===== src/design/ssds_pkg.sv =====
// ----------------------------------------------------------------------------
// ssds_pkg: shared types and constants for the decimal seven-segment scanner
// Digit widths, the segment table and the BCD digit count.
// ----------------------------------------------------------------------------
package ssds_pkg;

  localparam int BIN_W    = 16;  // binary input width
  localparam int DIGIT_W  = 4;   // one BCD digit
  localparam int N_DIGITS = 5;   // enough for 65535
  localparam int BCD_W    = DIGIT_W * N_DIGITS;
  localparam int POS_W    = 3;
  localparam int SEG_W    = 7;
  localparam int CNT_W    = 4;   // counts BIN_W shift steps

  typedef logic [DIGIT_W-1:0] digit_t;
  typedef logic [SEG_W-1:0]   seg_t;
  typedef logic [POS_W-1:0]   pos_t;

  // Segments a..g in bits 0..6, active high
  function automatic seg_t seg_lookup(input digit_t d);
    seg_t s;
    case (d)
      4'd0:    s = 7'h3f;
      4'd1:    s = 7'h06;
      4'd2:    s = 7'h5b;
      4'd3:    s = 7'h4f;
      4'd4:    s = 7'h66;
      4'd5:    s = 7'h6d;
      4'd6:    s = 7'h7d;
      4'd7:    s = 7'h07;
      4'd8:    s = 7'h7f;
      4'd9:    s = 7'h6f;
      default: s = 7'h3f;
    endcase
    return s;
  endfunction

endpackage


===== src/design/seven_segment_decimal_scan_core.sv =====
// ----------------------------------------------------------------------------
// seven_segment_decimal_scan_core: binary to decimal seven-segment scanner
// Converts a 16-bit number to BCD one bit per cycle (shift and add-3), then
// emits one transaction per significant digit, most significant first.
// ----------------------------------------------------------------------------
//  Channel | Ports                                        | Direction
//  --------+----------------------------------------------+----------
//  in      | in_valid, in_ready, in_value                 | sink
//  out     | out_valid, out_ready, out_digit_position,    | source
//          | out_segments, out_last                       |
//  cfg     | cfg_we, cfg_common_anode                     | sink
//
//  An item is loaded, then takes 16 shift steps of the BCD converter and
//  a step to find the leading digit, then emits n digits (1..NUM_DISPLAYS),
//  one per cycle while the output register drains and is not stalled.
//  The next item is taken once the last digit sits in the output register.
//  Reset (rst_n low, synchronous) clears control state and common_anode.
//  A stalled output holds the scanner in its emit step.
// ----------------------------------------------------------------------------
module seven_segment_decimal_scan_core #(
  parameter int NUM_DISPLAYS = 4
) (
  input  logic                      clk,
  input  logic                      rst_n,
  input  logic                      cfg_we,
  input  logic                      cfg_common_anode,
  input  logic                      in_valid,
  output logic                      in_ready,
  input  logic [ssds_pkg::BIN_W-1:0] in_value,
  output logic                      out_valid,
  input  logic                      out_ready,
  output logic [ssds_pkg::POS_W-1:0] out_digit_position,
  output logic [ssds_pkg::SEG_W-1:0] out_segments,
  output logic                      out_last
);
  import ssds_pkg::*;

  localparam pos_t TOP_POS = POS_W'(NUM_DISPLAYS - 1);

  typedef enum logic [1:0] {ST_IDLE, ST_CONV, ST_FIND, ST_EMIT} state_t;

  state_t               state_r, state_nxt;
  logic [BIN_W-1:0]     bin_r, bin_nxt;
  logic [BCD_W-1:0]     bcd_r, bcd_nxt;
  logic [CNT_W-1:0]     cnt_r, cnt_nxt;
  pos_t                 pos_r, pos_nxt;
  logic                 anode_r;
  logic                 out_valid_r, out_valid_nxt;
  pos_t                 out_pos_r, out_pos_nxt;
  seg_t                 out_seg_r, out_seg_nxt;
  logic                 out_last_r, out_last_nxt;

  logic [BCD_W-1:0]     bcd_adj;
  digit_t               cur_digit;
  pos_t                 msd;
  logic                 out_free;

  // add-3 correction on every digit before the shift
  always_comb begin
    for (int i = 0; i < N_DIGITS; i++) begin
      if (bcd_r[i*DIGIT_W +: DIGIT_W] >= DIGIT_W'(5))
        bcd_adj[i*DIGIT_W +: DIGIT_W] = bcd_r[i*DIGIT_W +: DIGIT_W] + DIGIT_W'(3);
      else
        bcd_adj[i*DIGIT_W +: DIGIT_W] = bcd_r[i*DIGIT_W +: DIGIT_W];
    end
  end

  // most significant non-zero digit, units if all zero
  always_comb begin
    msd = '0;
    for (int i = 1; i < N_DIGITS; i++) begin
      if (bcd_r[i*DIGIT_W +: DIGIT_W] != '0) msd = POS_W'(i);
    end
  end

  always_comb begin
    cur_digit = '0;
    for (int i = 0; i < N_DIGITS; i++) begin
      if (pos_r == POS_W'(i)) cur_digit = bcd_r[i*DIGIT_W +: DIGIT_W];
    end
  end

  assign out_free = !out_valid_r || out_ready;

  always_comb begin
    state_nxt     = state_r;
    bin_nxt       = bin_r;
    bcd_nxt       = bcd_r;
    cnt_nxt       = cnt_r;
    pos_nxt       = pos_r;
    out_valid_nxt = out_valid_r && !out_ready;
    out_pos_nxt   = out_pos_r;
    out_seg_nxt   = out_seg_r;
    out_last_nxt  = out_last_r;
    case (state_r)
      ST_IDLE: begin
        if (in_valid) begin
          bin_nxt   = in_value;
          bcd_nxt   = '0;
          cnt_nxt   = CNT_W'(BIN_W - 1);
          state_nxt = ST_CONV;
        end
      end
      ST_CONV: begin
        bcd_nxt = {bcd_adj[BCD_W-2:0], bin_r[BIN_W-1]};
        bin_nxt = {bin_r[BIN_W-2:0], 1'b0};
        cnt_nxt = cnt_r - CNT_W'(1);
        if (cnt_r == '0) state_nxt = ST_FIND;
      end
      ST_FIND: begin
        // digits beyond the last display are dropped
        pos_nxt   = (msd > TOP_POS) ? TOP_POS : msd;
        state_nxt = ST_EMIT;
      end
      ST_EMIT: begin
        if (out_free) begin
          out_valid_nxt = 1'b1;
          out_pos_nxt   = pos_r;
          out_seg_nxt   = seg_lookup(cur_digit) ^ {SEG_W{anode_r}};
          out_last_nxt  = (pos_r == '0);
          if (pos_r == '0) state_nxt = ST_IDLE;
          else pos_nxt = pos_r - POS_W'(1);
        end
      end
      default: state_nxt = ST_IDLE;
    endcase
  end

  always_ff @(posedge clk) begin
    if (!rst_n) begin
      state_r     <= ST_IDLE;
      out_valid_r <= 1'b0;
    end else begin
      state_r     <= state_nxt;
      out_valid_r <= out_valid_nxt;
    end
    bin_r      <= bin_nxt;
    bcd_r      <= bcd_nxt;
    cnt_r      <= cnt_nxt;
    pos_r      <= pos_nxt;
    out_pos_r  <= out_pos_nxt;
    out_seg_r  <= out_seg_nxt;
    out_last_r <= out_last_nxt;
  end

  always_ff @(posedge clk) begin
    if (!rst_n) begin
      anode_r <= 1'b0;
    end else if (cfg_we) begin
      anode_r <= cfg_common_anode;
    end
  end

  assign in_ready           = (state_r == ST_IDLE);
  assign out_valid          = out_valid_r;
  assign out_digit_position = out_pos_r;
  assign out_segments       = out_seg_r;
  assign out_last           = out_last_r;

  // last transaction of a number is always the units digit
  a_last_units: assert property (@(posedge clk) disable iff (!rst_n)
    (out_valid && out_last) |-> (out_digit_position == '0))
    else $error("last flag on a non-units digit");

  a_pos_range: assert property (@(posedge clk) disable iff (!rst_n)
    out_valid |-> (out_digit_position <= TOP_POS))
    else $error("digit position beyond the displays");

  a_start_conv: assert property (@(posedge clk) disable iff (!rst_n)
    (in_valid && in_ready) |=> (state_r == ST_CONV && cnt_r == CNT_W'(BIN_W - 1)))
    else $error("conversion did not start after accept");

  a_bcd_digits: assert property (@(posedge clk) disable iff (!rst_n)
    (state_r == ST_FIND) |->
      (bcd_r[3:0] <= 4'd9 && bcd_r[7:4] <= 4'd9 && bcd_r[11:8] <= 4'd9 &&
       bcd_r[15:12] <= 4'd9 && bcd_r[19:16] <= 4'd9))
    else $error("invalid BCD digit after conversion");

  a_emit_pos: assert property (@(posedge clk) disable iff (!rst_n)
    (state_r == ST_EMIT) |-> (pos_r <= TOP_POS))
    else $error("scan position out of range");

endmodule

===== config.mk =====
export PLATFORM = sky130hd
export DESIGN_NAME = seven_segment_decimal_scan_core
export DESIGN_NICKNAME = d
export VERILOG_FILES = /design/src/design/ssds_pkg.sv /design/src/design/seven_segment_decimal_scan_core.sv
export SDC_FILE = /design/constraint.sdc
export NUM_CORES = 1
export LEC_CHECK = 0
export ABC_AREA = 1
export BUFFER_PORTS_ARGS = -buffer_cell sky130_fd_sc_hd__buf_2
export CORE_MARGIN = 2
export CORE_UTILIZATION = 30
export DETAILED_ROUTE_END_ITERATION = 6
export GPL_TIMING_DRIVEN = 0
export PLACE_DENSITY = 0.49
export RECOVER_POWER = 50
export SLEW_MARGIN = 5
export SYNTH_ARGS = -nofsm -noshare
export SYNTH_HDL_FRONTEND = slang
export SYNTH_SLANG_ARGS = --single-unit

===== constraint.sdc =====
create_clock -name clk -period 3.3 [get_ports clk]
set_input_delay 0.99 -clock clk [delete_from_list [all_inputs] [get_ports clk]]
set_output_delay 0.99 -clock clk [all_outputs]
set_load 0.01 [all_outputs]

* After elaboration in Yosys (flattened, before gate mapping) *
Memories as Yosys holds them, arrays and structs flattened.
Cells that the tools add are included.

storage, ports and cells
  register bits after elaboration = 58
  ROM bits = 112
  input bits = 22
  logic and storage cells = 87
  memories = 1

memories
  name             depth  width  read ports  clocked after memory_dff  wr ports  RTL line        source
  (no name shown)  16     7      1           0                         0         ssds_pkg.sv:22  case (d)

cells by class
  add/subtract/negate cells = 7
  magnitude comparators = 6
  eq/ne operators = 12
  mux-type cells = 33
  bitwise logic cells = 1
  reductions and logical operators = 17

operators with widths
  cell                                                                count
  2-to-1 mux 4 bit                                                    10
  one-hot mux 20 bit (2 select lines)                                 1
  one-hot mux 16 bit (2 select lines)                                 1
  2-to-1 mux 3 bit                                                    7
  greater-or-equal comparator 4 x 3 -> 1 bit (second input constant)  5
  2-to-1 mux 20 bit                                                   1
  adder 4 x 2 -> 4 bit (second input constant)                        4
  2-to-1 mux 16 bit                                                   1
  nonzero test 4 bit                                                  4
  2-to-1 mux 7 bit                                                    2
  != test 2 bit (second input constant)                               5
  2-to-1 mux 2 bit                                                    4
  one-hot mux 2 bit (4 select lines)                                  1
  one-hot mux 4 bit (2 select lines)                                  1
  XOR 7 bit                                                           1
  equality test 3 x 2 -> 1 bit (second input constant)                2
  one-hot mux 3 bit (2 select lines)                                  1
  equality test 2 bit (second input constant)                         2
  zero test 4 bit                                                     1
  AND reduction 2 bit                                                 2
  AND reduction 4 bit                                                 1
  nonzero test 2 bit                                                  2
  subtractor 4 x 1 -> 4 bit (second input constant)                   1
  adder 3 x 2 -> 3 bit (second input constant)                        1
  other kinds (12)                                                    15

* Depth between registers and ports, before layout *
Gate-level depths: netlist (run 1).
An unclocked memory read counts as a cell.

  depth in word-level cells = 10
  mapped depth = 17

* Worst setup path after synthesis (run 1) *
Ideal clock, no wire load.

  path kind = register to register
  from = register state_r[1]
  to = register bcd_r[0] (enable)
  arrival = 3.019 ns
  setup slack = -0.170 ns
  stages on the path, launching flop included = 7
  path buffers = 2
  period minus slack after synthesis = 3.470 ns
  cells stage by stage = dfxtp_1 inv_1 ha_1 clkbuf_1 inv_1 clkbuf_1 a21oi_1

on the way
  cells in the longest elaborated chain, start to end = 3
  elaborated cells on any way between the ends = 5
  those cells by class = eq/ne (2); reduce/logical (3)

RTL lines
  element                                                               RTL line                                source
  start: declaration                                                    seven_segment_decimal_scan_core.sv:42   state_t state_r, state_nxt;
  start signal: assignment                                              seven_segment_decimal_scan_core.sv:134  state_r <= state_nxt;
  equality test 2 x 1 -> 1 bit or zero test 2 bit (tied branches)       seven_segment_decimal_scan_core.sv:95   case (state_r)
  nonzero test 2 bit (no source line) or != test 2 bit (tied branches)  --
  AND reduction 2 bit (no source line) *                                --
  end signal: assignment                                                seven_segment_decimal_scan_core.sv:138  bcd_r <= bcd_nxt;
  end: declaration                                                      seven_segment_decimal_scan_core.sv:44   logic [BCD_W-1:0] bcd_r, bcd_nxt;

Mark *: on every way between the ends. The rest lies on a longest branch, timed or not.
A chain may end at the register's enable or synchronous reset.

* Worst setup path after layout (run 1) *
  from = register pos_r[0]
  to = register out_seg_r[1], in the netlist out_segments[1] (data pin)

on the way
  cells in the longest elaborated chain, start to end = 10
  elaborated cells on any way between the ends = 14
  those cells by class = eq/ne (4); mux (7); bitwise (1); reduce/logical (1); memory (1)

RTL lines
  element                        RTL line                                source
  start: declaration             seven_segment_decimal_scan_core.sv:46   pos_t pos_r, pos_nxt;
  start signal: assignment       seven_segment_decimal_scan_core.sv:140  pos_r <= pos_nxt;
  zero test 3 bit                seven_segment_decimal_scan_core.sv:79   if (pos_r == POS_W'(i)) cur_digit = bcd_r[i*DIGIT_W +: DIGIT_W];
  2-to-1 mux 4 bit (4 in a row)  seven_segment_decimal_scan_core.sv:79
  2-to-1 mux 4 bit *             seven_segment_decimal_scan_core.sv:79
  memory read (16 x 7 bit) *     --
  2-to-1 mux 7 bit *             seven_segment_decimal_scan_core.sv:116  if (out_free) begin
  2-to-1 mux 7 bit *             seven_segment_decimal_scan_core.sv:95
  XOR 7 bit *                    seven_segment_decimal_scan_core.sv:119  out_seg_nxt = seg_lookup(cur_digit) ^ {SEG_W{anode_r}};
  end signal: assignment         seven_segment_decimal_scan_core.sv:142  out_seg_r <= out_seg_nxt;
  end: declaration               seven_segment_decimal_scan_core.sv:50   seg_t out_seg_r, out_seg_nxt;

Mark *: on every way between the ends. The rest lies on a longest branch, timed or not. The select of a mux whose other input is x is not followed.

==> results of run 1 <==
[cell usage after synthesis (all sizes together)]
library cell  number
inv               53
clkinv             1
nand3b             2
o2111a             1
or2                2
edfxtp            54
o22ai              1
xor2               8
dfxtp              4
nor2              31
nand4              2
nand2            108
o21bai             1
a22oi              1
buf                3
clkbuf             5
xnor2              1
ha                26
a211oi             2
a21oi             22
nand3             16
nor3               4
o211ai             1
o21ai             29
[flip-flops by register name, summed over array words and instances, names as in the netlist]
register            cells
anode_r                 1
bcd_r                  20
bin_r                  16
cnt_r                   4
out_digit_position      3
out_last                1
out_segments            7
out_valid               1
pos_r                   3
state_r                 2
[layout by cell type, fill, tap and decap left out, types with 16 or more instances in the layout]
master / instances
edfxtp_1: 54
ha_1: 26
inv_1: 52
a21oi_1: 21
nand2_1: 104
nor2_1: 30
clkbuf_1: 19
nand3_1: 16
buf_2: 23
o21ai_0: 27
[power by group]
| part | internal (mW) | switching, mW |
|---|---|---|
| logic | 0.497 | 0.990 |
| clock network | 0.420 | 0.296 |
| registers | 1.27 | 0.177 |
| total | 2.18 | 1.46 |
[metrics by stage]
| stage | util [%] | TNS (ns) |
|---|---|---|
| finish | 36.12 | 0 |
| global route | 36.12 | 0 |
| CTS | 36.28 | 0 |
| detailed placement | 34.35 | 0 |
| global placement | 34.03 | -19.67 |
| floorplan | - | 0 |
[metal layers]
layer	global-route usage (%)	routed length, um	up-vias
met5	0	0	-
met4	5.425	67	0
met3	3.320	312	4
met2	19.66	3123	58
met1	16.13	3260	1139
li1	-	-	1329
[path summary, 6_finish.rpt]
path / endpoint
worst min register to register: out_valid$_SDFF_PN0_
worst max-delay path: out_segments[1]$_DFFE_PP_
worst max register to register: out_segments[1]$_DFFE_PP_
worst min-delay path: out_valid$_SDFF_PN0_
[layout make-up]
type	instances	area, sq um
Buffer	8	38.79
Tap cell	140	175.2
Clock buffer	10	127.6
Multi-Input combinational cell	258	1405
Timing Repair Buffer	35	182.7
Inverter	54	202.7
Sequential cell	58	1702
Fill cell	1178	6925
Clock inverter	6	81.33
[cells by family (layout without fill, tap and decap cells)]
kind of cell / Yosys count / in the layout
adders and majority gates: 26 / 26
xor gates and xnor gates: 9 / 9
DFF: 58 / 58
AOI/OAI and AO/OA: 58 / 58
buffers and inverters: 62 / 113
and+or+nand+nor: 165 / 165
[worst min-delay path, cell delays in order (launching register included)]
cell and delay [ns]:
dfxtp_1 0.31, nand2_1 0.08, a21oi_1 0.06
==> impl_metrics.yaml, run 1 <==
flow_run:
  max_cap_viol_count: 0
logic_synthesis:
  syn_area_sq_um: 3339
  yosys.area_share.simple_pct: 20.42
  ys_seq_area_share_pct: 50.96
  synth_compound_area_share_pct: 9.292
  synth_cell_types: 32
  synth_top_family_by_area: "simple AND/OR/NAND/NOR gates"
  synth-seq-cells: 58
  syn_nets: 426
  synth.area.top_cells: "edfxtp_1 49%, nand2_1 12%, ha_1 9.7%"
  synthAdderAreaFrac_pct: 9.741
  synth_top_area_share_pct: 48.56
  synth_top_cell_by_area: "edfxtp_1"
  synth.area.mux_share_pct: 0
  avgSynthCellArea_sq_um: 8.835
  synth_xor_area_share_pct: 2.360
  yosys_warnings: 0
  synth_cells: 378
placed_design:
  place.gp.congestion: 0.8891
  port_buffers: 34
  dpl_worst_slack_ns: 0.5346
  dpl.hpwl_um: 4989
  post-place-cells: 553
  place_area_sq_um: 3724
final_layout:
  fin_cells: 569
  drive_above_1_share_pct: 10.96
  antennaDiodeCount: 0
  syn_to_final_growth_pct: 17.23
  nets: 472
  design_area_sq_um: 3915
cts:
  numClockSinks: 58
  htree_levels: 3
  cts_buffer_depth: 2
  numCtsBuffers: 9
  cts_root_buffer: "clkbuf_8"
  cts_tree: "yes"
  cts.hold.buffers_added: 0
  cts-resized-gates: 0
  clkSlewWorstSetupHoldPaths_ns: 0.07
  cts_setup_buffers: 0
  clk_latency_ns: 0.33
critical_path:
  r2r_start: "pos_r[0]$_DFFE_PP_"
  cp_max_fo: 6
  ff2ff_setup_slack_ns: 0.58
  cp.required_ns: 3.39
  cp-startpoint: "pos_r[0]$_DFFE_PP_"
  critPathCaptureType: "register"
  path_common_cell: "nand2_1"
  path_depth: 14
  cp_slowest_cell: "edfxtp_1"
  cp.arrival_ns: 2.81
  startpoint_type: "register"
  path_class: "register to register"
  critPathTopFamily: "simple AND/OR/NAND/NOR gates"
  path_buf_inv: 3
  slowest_delay_ns: 0.47
  crit_chain: "inv_1 > ha_1 > inv_1 > nor2_1 > nand2_1 > nand3_1 > nand2_1 > nand2_1 > nand2_1 > inv_1 > ha_1 > nor2_2 > nand2_1 > xor2_1"
  r2r_cells: 14
pwr:
  p_leak_nw: 1.730
  finalPower_mw: 3.647
  p_per_area_nw_per_um2: 931.5
  ir_drop_mv: 0.3931
die:
  core_sq_um: 10840
  die_x_um: 109.5
  die_h_um: 109.5
  start_util_pct: 30.81
  row_count: 38
  die-area_sq_um: 11990
  pin_count: 35
detailed_routing:
  detail-route-antenna-nets: 0
  wl_per_cell_um: 11.89
  route.vias.total: 2530
  routed_wirelength_um: 6763
  first_pass_iters: 4
  avgViaCountPerCell: 4.446
  drc: 0
  drt_iter0_markers: 97
status:
  status: "complete, no violations"
timing:
  timing.hold.ws_ns: 0.4974
  grt_setup_unrepaired: "false"
  min_period_ns: 2.721
  fin_ws_ns: 0.5786
  fin_skew_ns: 0.01196
  finalSetupViolations: 0
  worst_slew_pin_slew_ns: 0.8862
  relSlewSlack_pct: 40.70
  fin_crit_sh_pct: 82.47
  fmax_mhz: 367.5
  maxSlewViolCount: 0
  hold_viol: 0
worst_hold_path:
  min_path_type: "register to register"
  holdCritStartpoint: "out_valid$_SDFF_PN0_"
  hold_depth: 2
grt:
  grt_max_degree: 23
  grt_pass1_wl_um: 11600
  antenna_found_initial: 0
  grt-ovfl-total: 0
  grtUsageTotal_pct: 12.49
  grt_pass1_vias: 2440
(Power assumes the default switching activity.)
==> run 2, diff against run 1 <==
Settings changed: PLACE_DENSITY 0.49 to 0.47.
Clock period 3.3 ns to 2.63 ns, I/O delays scaled along.
==> run 2 against run 1 <==
  * Global-route usage up 0.74 points
  * Power up 21%
  * Wire length up 6.0%
  * Maximum frequency up 12%
  * Hold slack worse by 0.0039 ns
  * Clock skew down 0.0021 ns
  * Clock power down 2%
  * Critical path depth down 1
  * Flip-flop and latch count unchanged
  * Sequential share of layout area down 0.11 points
  * Largest cell class unchanged
  * Largest power group unchanged
==> impl_metrics.yaml, run 2 (synthesized netlist as in run 1, its figures left out) <==
status:
  status: "complete, no violations"
worst_hold_path:
  holdPathEnd: "out_valid$_SDFF_PN0_"
  hold_depth: 2
  holdCritStartpoint: "out_valid$_SDFF_PN0_"
  min_path_type: "register to register"
grt:
  grt_pass1_wl_um: 12040
  grt_pass1_vias: 2498
  grt_max_degree: 21
  antenna_found_initial: 0
  grt-ovfl-total: 0
  grtUsageTotal_pct: 13.23
critical_path:
  r2r-end: "out_segments[1]$_DFFE_PP_"
  r2r_start: "pos_r[0]$_DFFE_PP_"
  r2r_cells: 13
  ff2ff_setup_slack_ns: 0.19
  slowest_delay_ns: 0.46
  path_buf_inv: 2
  critPathCaptureType: "register"
  path_class: "register to register"
  cp.required_ns: 2.72
  startpoint_type: "register"
  cp_slowest_cell: "edfxtp_1"
  crit_chain: "buf_4 > ha_2 > inv_1 > nor2_1 > nand2_1 > nand2_1 > nand2_1 > nand2_1 > a21oi_1 > ha_1 > nor2_4 > nand2_1 > xor2_1"
  cp.arrival_ns: 2.53
  cp_max_fo: 6
  path_common_cell: "nand2_1"
  critPathTopFamily: "simple AND/OR/NAND/NOR gates"
final_layout:
  design_area_sq_um: 3925
  final_common_cell: "nand2_1"
  syn_to_final_growth_pct: 17.53
  regMostFlops: "bcd_r"
  final_cell_mix: "103 x nand2_1, 54 x edfxtp_1, 51 x inv_1"
  num-fill-cells: 1172
  multiInputGateArea_sq_um: 1448
  ff_latch_area_sq_um: 1702
  antennaDiodeCount: 0
  nets: 479
  largest_reg_flops: 20
  drive_above_1_share_pct: 13.30
cts:
  htree_levels: 3
  numClockSinks: 58
  cts.hold.buffers_added: 0
  clkSlewWorstSetupHoldPaths_ns: 0.07
  cts_buffer_depth: 2
  cts_tree: "yes"
  numCtsBuffers: 9
  clk_latency_ns: 0.34
  cts_root_buffer: "clkbuf_8"
pwr:
  p_int_mw: 2.514
  p_leak_nw: 1.723
  p_comb_share_pct: 42.9
  p_clk_share_pct: 16.0
  p_per_area_nw_per_um2: 1123
  switching_share_pct: 42.98
  p_sw_mw: 1.895
  ir_drop_mv: 0.4731
  p_seq_share_pct: 41.2
detailed_routing:
  detail-route-antenna-nets: 0
  first_pass_iters: 4
  wl_per_cell_um: 12.44
  route.vias.total: 2559
  routed_wirelength_um: 7166
  avgViaCountPerCell: 4.443
  drt_iter0_markers: 103
  drc: 0
timing:
  fmax_mhz: 410.1
  worst_slew_pin_slew_ns: 0.8874
  min_period_ns: 2.439
  fin_crit_sh_pct: 92.73
  fin_ws_ns: 0.1913
  fin_skew_ns: 0.009870
  hold_viol: 0
  finalSetupViolations: 0
  maxSlewViolCount: 0
  relSlewSlack_pct: 40.62
placed_design:
  place.gp.congestion: 0.9130
  port_buffers: 34
  dpl.hpwl_um: 4920
  dpl_worst_slack_ns: -0.4639
  place_area_sq_um: 3696
die:
  row_count: 38
  start_util_pct: 30.81
  core_sq_um: 10840
  pin_count: 35
  die-area_sq_um: 11990
  die_x_um: 109.5
  die_h_um: 109.5
flow_run:
  max_cap_viol_count: 0
run 2: layout make-up:
class / instances / area share [%]
multi-input cells: 260 / 36.88
plain buffers: 8 / 1.020
flip-flops and latches: 58 / 43.35
repair buffers: 40 / 5.005
clock buffers: 10 / 3.252
well taps: 140 / 4.463
inverters: 54 / 5.164
clock inverters: 6 / 0.8607
run 2: worst register-to-register path, stage by stage (launching register included):
cell and delay (ns):
edfxtp_1 0.46, buf_4 0.17, ha_2 0.22, inv_1 0.06, nor2_1 0.06, nand2_1 0.08
nand2_1 0.06, nand2_1 0.06, nand2_1 0.08, a21oi_1 0.27, ha_1 0.32, nor2_4 0.14
nand2_1 0.07, xor2_1 0.14
run 2: worst max-delay path by stage:
stage,depth (start not counted),from,endpoint
4_1_cts,14,pos_r[1]$_DFFE_PP_,out_segments[1]$_DFFE_PP_
2_1_floorplan,6,state_r[1]$_SDFFE_PN0P_,bcd_r[0]$_SDFFCE_PN0P_
6_report,13,pos_r[0]$_DFFE_PP_,out_segments[1]$_DFFE_PP_
3_5_place_dp,6,state_r[1]$_SDFFE_PN0P_,bcd_r[3]$_SDFFCE_PN0P_
3_3_place_gp,6,state_r[1]$_SDFFE_PN0P_,bcd_r[17]$_SDFFCE_PN0P_
5_1_grt,13,pos_r[0]$_DFFE_PP_,out_segments[1]$_DFFE_PP_
run 2: per-layer routing:
metal | routed length, um | track usage (%)
met5 | 0 | 0
met2 | 3335 | 21.78
met3 | 306 | 3.734
met4 | 143 | 4.882
met1 | 3380 | 16.49
run 2: power groups by stage:
stage	logic, mW	clock network (mW)	registers, mW
floorplan	1.36	0	1.77
global placement	1.80	0	1.84
detailed placement	1.83	0	1.84
CTS	1.92	0.736	1.82
global route	2.21	0.768	1.86
finish	1.89	0.704	1.81
run 2: repair_timing:
| item | in CTS | in global routing |
|---|---|---|
| setup endpoints to repair | 41 | 6 |
| setup buffers | 0 | 6 |
| resized for setup | 3 | 4 |
| gates cloned | 2 | 0 |
| pin swaps | 2 | 1 |
run 2: metrics by stage:
step	setup TNS (ns)	power [mW]	hold WS [ns]	instances	util (%)
after detailed placement	-18.45	3.670	0.4878	552	34.10
after global routing	-0.01039	4.847	0.5383	576	36.21
after global placement	-17.96	3.634	0.4869	552	34.10
final	0	4.409	0.4935	576	36.21
after floorplan	0	3.135	0.4814	378	-
after CTS	0	4.469	0.4981	570	35.87
==> run 3, diff against run 2 <==
Settings changed: CTS_BUF_LIST set to sky130_fd_sc_hd__clkbuf_16.
==> run 3 against run 2 <==
  * Critical path depth is 7 lower
  * Sequential share of layout area is 1.2 points lower
  * Flip-flop and latch count stayed put
  * Largest cell class unchanged
  * Largest power group unchanged
==> impl_metrics.yaml, run 3 (synthesized netlist as in run 1, its figures left out) <==
detailed_routing:
  drc: 0
  avgViaCountPerCell: 4.449
  detail-route-antenna-nets: 0
  first_pass_iters: 4
  wl_per_cell_um: 12.47
  routed_wirelength_um: 7196
  drt_iter0_markers: 108
  route.vias.total: 2567
grt:
  grt-ovfl-total: 0
  grt_pass1_vias: 2520
  grtUsageTotal_pct: 13.32
  grt_pass1_wl_um: 12120
  antenna_found_initial: 0
  grt_max_degree: 14
die:
  die_x_um: 109.5
  row_count: 38
  core_sq_um: 10840
  start_util_pct: 30.81
  die-area_sq_um: 11990
  die_h_um: 109.5
  pin_count: 35
timing:
  hold_viol: 0
  fin_skew_ns: 0.007988
  maxSlewViolCount: 0
  worst_slew_pin_slew_ns: 0.9202
  finalSetupViolations: 0
  min_period_ns: 2.523
  timing.hold.ws_ns: 0.4915
  fmax_mhz: 396.3
  grt_setup_unrepaired: "true"
  relSlewSlack_pct: 38.66
  fin_crit_sh_pct: 95.94
cts:
  numCtsBuffers: 9
  clkSlewWorstSetupHoldPaths_ns: 0.05
  htree_levels: 3
  cts_tree: "yes"
  clk_latency_ns: 0.33
  cts.hold.buffers_added: 0
  numClockSinks: 58
  cts_root_buffer: "clkbuf_16"
  cts_buffer_depth: 2
pwr:
  p_seq_share_pct: 38.1
  p_clk_share_pct: 21.8
  p_sw_mw: 1.948
  p_int_mw: 2.812
  ir_drop_mv: 0.5345
  finalPower_mw: 4.760
  p_per_area_nw_per_um2: 1180
  p_leak_nw: 1.770
  switching_share_pct: 40.92
  p_comb_share_pct: 40.1
critical_path:
  path_class: "register to register"
  cp.arrival_ns: 2.48
  cp_max_fo: 13
  critPathTopFamily: "buffers and inverters"
  path_depth: 6
  startpoint_type: "register"
  cp_slowest_cell: "a21oi_2"
  cp.required_ns: 2.59
  critPathCaptureType: "register"
  path_buf_inv: 4
  r2r_cells: 6
  slowest_delay_ns: 0.68
  crit_chain: "inv_1 > ha_1 > clkbuf_1 > inv_1 > clkbuf_1 > a21oi_2"
worst_hold_path:
  hold_depth: 2
  min_path_type: "register to register"
final_layout:
  syn_to_final_growth_pct: 20.76
  drive_above_1_share_pct: 12.81
  utilization_pct: 37.20
  nets: 480
  final_cell_mix: "103 x nand2_1, 54 x edfxtp_1, 53 x inv_1"
  multiInputGateArea_sq_um: 1456
  final_common_cell: "nand2_1"
  largest_reg_flops: 20
  design_area_sq_um: 4033
  antennaDiodeCount: 0
  num-fill-cells: 1160
  ff_latch_area_sq_um: 1702
  fin_cells: 577
  regMostFlops: "bcd_r"
placed_design:
  place.gp.congestion: 0.9130
  post-place-cells: 552
  place_area_sq_um: 3696
  dpl.hpwl_um: 4920
  port_buffers: 34
status:
  status: "complete, no violations"
flow_run:
  max_cap_viol_count: 0
==> run 3: worst paths after layout <==
| path | endpoint | slack (ns) | start |
|---|---|---|---|
| hold reg to reg | out_valid$_SDFF_PN0_ | 0.49 | out_valid$_SDFF_PN0_ |
| setup / recovery | bin_r[6]$_DFFE_PP_ | 0.11 | state_r[1]$_SDFFE_PN0P_ |
| hold / removal | out_valid$_SDFF_PN0_ | 0.49 | out_valid$_SDFF_PN0_ |
| setup reg to reg | bin_r[6]$_DFFE_PP_ | 0.11 | state_r[1]$_SDFFE_PN0P_ |
==> run 3: cell type report <==
| class | instances | area share, % |
|---|---|---|
| sequential | 58 | 42.20 |
| multi-input combinational | 261 | 36.12 |
| clock buffer | 9 | 5.585 |
| inverter | 54 | 5.026 |
| timing repair buffer | 40 | 4.871 |
| tap | 140 | 4.344 |
| clock inverter | 7 | 0.9308 |
| buffer | 8 | 0.9308 |
==> run 3: worst register-to-register path: cells and delay by family, from the launching register on <==
kind | cells | cell delay, ns
adders and majority gates | 1 | 0.15
DFF | 1 | 0.32
AOI/OAI and AO/OA | 1 | 0.68
buffers and inverters | 4 | 1.00
==> run 3: timing repair <==
item,4_1_cts,5_1_grt
setup endpoints to repair,41,26
pin swaps,2,1
endpoints found under the hold margin,0,0
resized for setup,2,4
setup buffers,0,6
gates cloned,3,0
==> run 3: metal layers <==
metal  wire length, um  vias up  track usage, %
li1                  -     1348               -
met1              3454     1160           16.57
met2              3308       48           22.00
met3               298       11           3.201
met4               135        0           5.696
met5                 0        -               0
==> run 3: stage by stage <==
| step | TNS (ns) | setup slack (ns) |
|---|---|---|
| 2_1_floorplan | 0 | 0.4099 |
| 3_3_place_gp | -17.96 | -0.4528 |
| 3_5_place_dp | -18.45 | -0.4639 |
| 4_1_cts | -0.2561 | -0.01611 |
| 5_1_grt | -2.294 | -0.1164 |
| 6_report | 0 | 0.1068 |
==> run 3: power by group through the flow <==
| stage | clock (mW) | combinational (mW) | sequential, mW |
|---|---|---|---|
| final | 1.04 | 1.91 | 1.82 |
| after global routing | 1.10 | 2.24 | 1.87 |
| after CTS | 1.07 | 1.93 | 1.82 |
| after detailed placement | 0 | 1.83 | 1.84 |
| after global placement | 0 | 1.80 | 1.84 |
| after floorplan | 0 | 1.36 | 1.77 |
